**src/rtl/atmn_pkg.sv**
```systemverilog
package atmn_pkg;

   localparam int MAX_CHANNELS = 8;
   localparam int MAX_DEVICES  = 16;
   localparam int SLOT_COUNT   = MAX_CHANNELS * MAX_DEVICES;
   localparam int SLOT_W       = (SLOT_COUNT > 1) ? $clog2(SLOT_COUNT) : 1;

   // flat index before the bound check: 8-bit channel times 5-bit stride plus device
   localparam int FLAT_W = 14;

   localparam logic CSR_CHANNEL_COUNT       = 1'b0;
   localparam logic CSR_DEVICES_PER_CHANNEL = 1'b1;

   localparam logic [1:0] FUNC_SUBMIT = 2'd0;
   localparam logic [1:0] FUNC_ABSENT = 2'd1;
   localparam logic [1:0] FUNC_DISQ   = 2'd2;
   localparam logic [1:0] FUNC_CALC   = 2'd3;

   localparam logic [1:0] STAT_SUCCESS   = 2'd0;
   localparam logic [1:0] STAT_INVALID   = 2'd1;
   localparam logic [1:0] STAT_NOT_READY = 2'd2;

   localparam logic [15:0] PIO_CYC_MODE4 = 16'd120;
   localparam logic [15:0] PIO_CYC_MODE3 = 16'd180;
   localparam logic [15:0] PIO_CYC_MODE2 = 16'd240;

   typedef struct packed {
      logic [1:0]  valid_bits;   // bit0 words 64-70 valid, bit1 word 88 valid
      logic [7:0]  legacy_pio;
      logic [7:0]  adv_pio;
      logic [15:0] min_cycle;
      logic [5:0]  udma_bits;
   } ident_type;

   typedef struct packed {
      logic       pio_ok;
      logic [3:0] pio_lim;
      logic       udma_ok;
      logic [3:0] udma_lim;
   } disq_type;

   typedef struct packed {
      logic              en;
      logic [1:0]        func;
      logic [SLOT_W-1:0] idx;
   } slot_req_type;

   typedef struct packed {
      logic      present;
      ident_type ident;
      disq_type  disq;
   } slot_rsp_type;

   typedef struct packed {
      logic       pio_valid;
      logic [2:0] pio_mode;
      logic       udma_valid;
      logic [2:0] udma_mode;
   } mode_type;

endpackage

```
**src/rtl/atmn_mode_pick.sv**
```systemverilog
module atmn_mode_pick
   import atmn_pkg::*;
(
   input  ident_type ident,
   input  disq_type  disq,
   output mode_type  mode
);

   logic       adv_any;
   logic [2:0] adv_top;
   logic [2:0] m_cap;
   logic [2:0] m_cyc;
   logic [2:0] m_adv;
   logic [7:0] m_leg;
   logic       pio_ok;
   logic [2:0] pio_m;
   logic [2:0] udma_top;
   logic [2:0] udma_m;
   logic       udma_ok;

   always_comb begin
      adv_any = 1'b0;
      adv_top = 3'd0;
      for (int i = 0; i < 8; i++) begin
         if (ident.adv_pio[i]) begin
            adv_any = 1'b1;
            adv_top = 3'(i);
         end
      end

      // advanced timing path
      if (adv_any) begin
         m_cap = (adv_top == 3'd0) ? 3'd3 : 3'd4;
      end else begin
         m_cap = (ident.legacy_pio >= 8'd4) ? 3'd4 : ident.legacy_pio[2:0];
      end
      if (ident.min_cycle <= PIO_CYC_MODE4) begin
         m_cyc = m_cap;
      end else if (ident.min_cycle <= PIO_CYC_MODE3) begin
         m_cyc = (m_cap > 3'd3) ? 3'd3 : m_cap;
      end else if (ident.min_cycle <= PIO_CYC_MODE2) begin
         m_cyc = (m_cap > 3'd2) ? 3'd2 : m_cap;
      end else begin
         m_cyc = 3'd0;
      end
      m_adv = m_cyc;
      if (disq.pio_ok && {1'b0, m_cyc} >= disq.pio_lim) begin
         m_adv = 3'(disq.pio_lim - 4'd1);
      end

      // legacy timing path
      m_leg = ident.legacy_pio;
      if (disq.pio_ok && ident.legacy_pio == {4'd0, disq.pio_lim}) begin
         m_leg = ident.legacy_pio - 8'd1;
      end

      pio_ok = !(disq.pio_ok && disq.pio_lim < 4'd2);
      if (ident.valid_bits[0]) begin
         pio_m = (m_adv < 3'd2) ? 3'd1 : m_adv;
      end else begin
         pio_m = (m_leg < 8'd2) ? 3'd1 : 3'd2;
      end

      udma_top = 3'd0;
      for (int i = 1; i < 6; i++) begin
         if (ident.udma_bits[i]) begin
            udma_top = 3'(i);
         end
      end
      udma_m = udma_top;
      if (disq.udma_ok && {1'b0, udma_top} >= disq.udma_lim) begin
         udma_m = 3'(disq.udma_lim - 4'd1);
      end
      udma_ok = ident.valid_bits[1] && !(disq.udma_ok && disq.udma_lim == 4'd0);

      mode.pio_valid  = pio_ok;
      mode.pio_mode   = pio_ok ? pio_m : 3'd0;
      mode.udma_valid = udma_ok;
      mode.udma_mode  = udma_ok ? udma_m : 3'd0;
   end

endmodule
```
**config.mk**
```make
export PLATFORM = sky130hd
export DESIGN_NAME = atmn_mode_pick
export DESIGN_NICKNAME = d
export VERILOG_FILES = /design/src/rtl/atmn_pkg.sv /design/src/rtl/atmn_mode_pick.sv
export SDC_FILE = /design/constraint.sdc
export NUM_CORES = 1
export LEC_CHECK = 0
export BUFFER_PORTS_ARGS = -buffer_cell sky130_fd_sc_hd__buf_2
export CORE_UTILIZATION = 42
export DETAILED_ROUTE_END_ITERATION = 8
export PLACE_DENSITY = 0.85
export SLEW_MARGIN = 10
export SYNTH_ARGS = -nofsm -noshare
export SYNTH_HDL_FRONTEND = slang
export SYNTH_SLANG_ARGS = --single-unit
export TNS_END_PERCENT = 10
```
**constraint.sdc**
```tcl
create_clock -name vclk -period 3.4
set_input_delay 0.17 -clock vclk [all_inputs]
set_output_delay 0.17 -clock vclk [all_outputs]
set_load 0.005 [all_outputs]
```
; Yosys cells after proc, flatten, opt, wreduce, memory -nomap -nowiden
; Index checks and enable logic that the tools add are counted.
[classes]
n_reduce_logical = 10
add_sub_neg = 3
eq_ne = 1
n_lt_le_gt_ge = 11
muxes = 36
[op_table]
columns = operator, n
row1 = 3-bit 2-to-1 mux, 24
row2 = 16-bit by 8-bit <= comparator with 1-bit output (second input constant), 2
row3 = 16-bit by 7-bit <= comparator with 1-bit output (second input constant), 1
row4 = 1-bit 2-to-1 mux, 10
row5 = 8-bit by 4-bit == test with 1-bit output, 1
row6 = 3-bit by 4-bit greater-or-equal comparator with 1-bit output, 2
row7 = 8-bit by 3-bit greater-or-equal comparator with 1-bit output (second input constant), 1
row8 = 8-bit by 2-bit < comparator with 1-bit output (second input constant), 1
row9 = 8-bit 2-to-1 mux, 1
row10 = 8-bit by 1-bit subtractor with 8-bit output (second input constant), 1
row11 = 3-bit by 2-bit greater-than comparator with 1-bit output (second input constant), 2
row12 = 1-bit logical AND, 6
row13 = 3-bit by 1-bit subtractor with 3-bit output (second input constant), 2
row14 = 4-bit zero test, 1
row15 = 4-bit by 2-bit < comparator with 1-bit output (second input constant), 1
row16 = 3-bit zero test, 1
row17 = 3-bit by 2-bit < comparator with 1-bit output (second input constant), 1
row18 = 1-bit zero test, 2
row19 = 2-bit 2-to-1 mux, 1
[word_totals]
output_inout_bits = 8
regBits = 0
inputBits = 50
elab_cells = 61

; Depth between registers and ports, before layout
[logic_depth]
word_depth = 22
ltp_mapped = 13
ltp_nobuf = 12

; Least setup slack after synthesis
; Ideal clock, no wire load.
[synth_path]
path_type = input -> output
from = input port ident[26] in the netlist's numbering
to = output port mode[4] in the netlist's numbering
required_ns = 3.230
stages = 13
arrival_time_ns = 2.674
path_buffers = 1
path_slack_ns = 0.556
cell_sequence = or4_4 -> nor4_4 -> and4_2 -> a21oi_1 -> nand2b_1 -> ha_1 -> nand2b_1 -> a211oi_1 -> or3_1 -> buf_2 -> nor3b_1 -> a2bb2oi_1 -> a21oi_1
[synth_lines]
columns = item, line_no
row1 = "start, declared", atmn_mode_pick.sv:4  ; input ident_type ident,
row2 = "end, declared", atmn_mode_pick.sv:6  ; output mode_type mode

==> reports/metrics.yaml <==
routing:
  vias: 945
  drt-total-wl_um: 1980
  drtAntennaViolNets: 0
  drt_iter0_drc: 10
  dr.pass1.iters: 6
  vias_per_cell: 5.28
  drc: 4
  wl_per_cell_um: 11.1
die:
  core_area_mm2: 0.00156
  num_rows: 14
  io_pins: 58
  die-height_um: 43.6
  start_util_pct: 46.7
  dieArea_mm2: 0.00190
  chipWidth_um: 43.6
flow_run:
  drv_cap: 0
power_and_ir_drop:
  p_sw_share_pct: 49.0
  clock_power_share_pct: 0
  internal_power_mw: 0.0477
  p_per_area_mw_per_mm2: 90.4
  ir_drop_uv: 55.0
  p_sw_mw: 0.0458
  p_seq_share_pct: 0
  leakage_nw: 0.579
  power_frac_comb_pct: 100.0
critical_path:
  end_kind: "output port"
  path_max_fanout: 7
  arrival_ps: 2990
  worstSetupPathType: "in -> out"
  cp.required_ps: 3230
  startpoint_type: "input port"
global_route:
  antenna_found_initial: 0
  gr-usage-met3_pct: 0.417
  grt_use_total_pct: 21.3
  grt-busiest-layer: "met2"
  grt_max_degree: 8
  gr-usage-met1_pct: 26.3
  grtUsageMet2_pct: 42.1
  grt.overflow.total: 0
  grt_pass1_vias: 882
  grt_pass1_wl_um: 3330
layout:
  synthToLayoutAreaGrowth_pct: 41.9
  design_area_mm2: 0.00103
  nClkBuffers: 0
  multi_input_area_um2: 653
  layout.nets: 226
  ff_latch_area_um2: 0
  diodes: 0
  fillCellCount: 141
  final_layout_size_suffix_gt1_share_pct: 42.3
  seq_cell_count: 0
synth:
  synth_warnings: 0
  yosys.area_share.xor_xnor_pct: 7.22
  synth.avg_cell_area_um2: 6.81
  synthAdderAreaFrac_pct: 18.9
  synth_mux_area_share_pct: 4.12
  synth-compound-area-share_pct: 22.5
  synth_fp_nets: 168
  netlist_instances: 107
  synth_area_um2: 728
  seq_area_frac_synth_pct: 0
  synthSimpleGateAreaFrac_pct: 36.3
  synth_top_family_by_area: "simple AND/OR/NAND/NOR gates"
  yosysUniqueCellTypes: 37
sta:
  relSlewSlack_pct: 60.9
  hold_viol: 0
  min_period_over_period_pct: 93.1
  tightest_slew_ps: 580
  fin_setup_tns_ps: 0
  rsz0062_at_grt: "no"
  setup_violations: 0
  max_freq_mhz: 316
  slew_violations: 0
  finalCriticalPeriod_ps: 3160
outcome:
  status: "finished, violations left"
  violations: "DRC"
placement:
  portBuffers: 57
  place_hpwl_um: 1790
  post_dp_cell_area_mm2: 0.00103
  gp_congestion: 0.850
clock_tree:
  postCtsSetupBuffers: 0
hold_path:
  hp-class: "in -> out"
final timing paths:
kind / start / end / slack [ps] / depth (start not counted)
max: ident[26] / mode[4] / 240 / 14
min: ident[38] / mode[6] / 670 / 4
metrics by stage:
stage	power [mW]	utilization, %	instances	hold slack (ps)	setup WS (ps)
finish	0.0934	66.3	179	669	236
floorplan	0.0449	-	107	421	556
detailed placement	0.0929	66.0	179	673	198
global placement	0.0882	66.0	179	658	249
CTS	0.0933	66.0	179	674	184
global route	0.106	66.3	179	713	42.2
timing repair:
item	4_1_cts	5_1_grt
endpoints found under the setup margin	0	1
hold buffers	0	0
resized for setup	0	1
layout make-up:
class | count | area share, %
timing repair buffer | 59 | 29.1
multi-input combinational | 88 | 63.2
inverter | 16 | 5.81
tap | 16 | 1.94
layer usage:
metal	routed length, um	vias up
li1	-	495
met1	838	419
met2	1030	31
met3	110	0
met4	0	0
met5	0	-
layout by cell type, fill, tap and decap left out, drive strengths merged:
cell      n
a21oi     6
o311ai    1
o21ai     8
or4       1
nand4     1
nand3     1
a2bb2oi   1
a2111o    1
inv      16
and3      1
mux2i     3
a21o      1
nor3      4
nor4      5
buf      59
nand4b    1
nand2     7
and4b     1
or2       1
ha       11
xnor2     4
o221ai    1
nor2b     2
nor3b     1
nand2b    4
a211oi    4
xor2      2
or3       1
a41oi     1
and4      1
nor2     12
power groups by stage:
stage / logic [mW] / clock network (mW) / registers (mW)
floorplan: 0.0449 / 0 / 0
global placement: 0.0882 / 0 / 0
detailed placement: 0.0929 / 0 / 0
CTS: 0.0933 / 0 / 0
global route: 0.106 / 0 / 0
finish: 0.0934 / 0 / 0
worst max-delay path: stages:
cell and delay [ps]:
buf_2 90, or4_4 530, nor4_4 210, and4_2 330, a21oi_1 70, nand2b_1 170, ha_1 270, nand2b_1 130
a211oi_1 230, or3_4 200, nor3b_1 190, a2bb2oi_1 180, a21oi_1 70, buf_2 140
cells in the mapped netlist:
| master | n | area, um^2 |
|---|---|---|
| inv_1 | 15 | 56.3 |
| nor2_1 | 12 | 45.0 |
| ha_1 | 11 | 138 |
| o21ai_0 | 8 | 40.0 |
| nand2_1 | 7 | 26.3 |
| a21oi_1 | 5 | 25.0 |
| nand2b_1 | 4 | 25.0 |
| nor4_1 | 4 | 25.0 |
| xnor2_1 | 4 | 35.0 |
| a211oi_1 | 3 | 22.5 |
| mux2i_1 | 3 | 30.0 |
| nor3_1 | 3 | 15.0 |
| buf_4 | 2 | 15.0 |
| nor2b_1 | 2 | 12.5 |
| xor2_1 | 2 | 17.5 |
| a2111o_2 | 1 | 12.5 |
| a211oi_2 | 1 | 12.5 |
| a21o_1 | 1 | 7.51 |
| a21oi_2 | 1 | 8.76 |
| a2bb2oi_1 | 1 | 8.76 |
| a41oi_1 | 1 | 8.76 |
| and3_1 | 1 | 6.26 |
| and4_2 | 1 | 10.0 |
| and4b_1 | 1 | 10.0 |
| buf_2 | 1 | 5.00 |
| inv_2 | 1 | 3.75 |
| nand3_1 | 1 | 5.00 |
| nand4_1 | 1 | 6.26 |
| nand4b_1 | 1 | 8.76 |
| nor3_4 | 1 | 16.3 |
| nor3b_1 | 1 | 7.51 |
| nor4_4 | 1 | 21.3 |
| o221ai_1 | 1 | 8.76 |
| o311ai_0 | 1 | 8.76 |
| or2_2 | 1 | 6.26 |
| or3_1 | 1 | 6.26 |
| or4_4 | 1 | 11.3 |
logic make-up after synthesis:
family                     count (synthesis)
and+or+nand+nor                           44
AOI/OAI and AO/OA                         24
buffers and inverters                     19
adders and majority gates                 11
xor gates and xnor gates                   6
muxes                                      3
No activity file was read; power rests on OpenSTA's default activity.
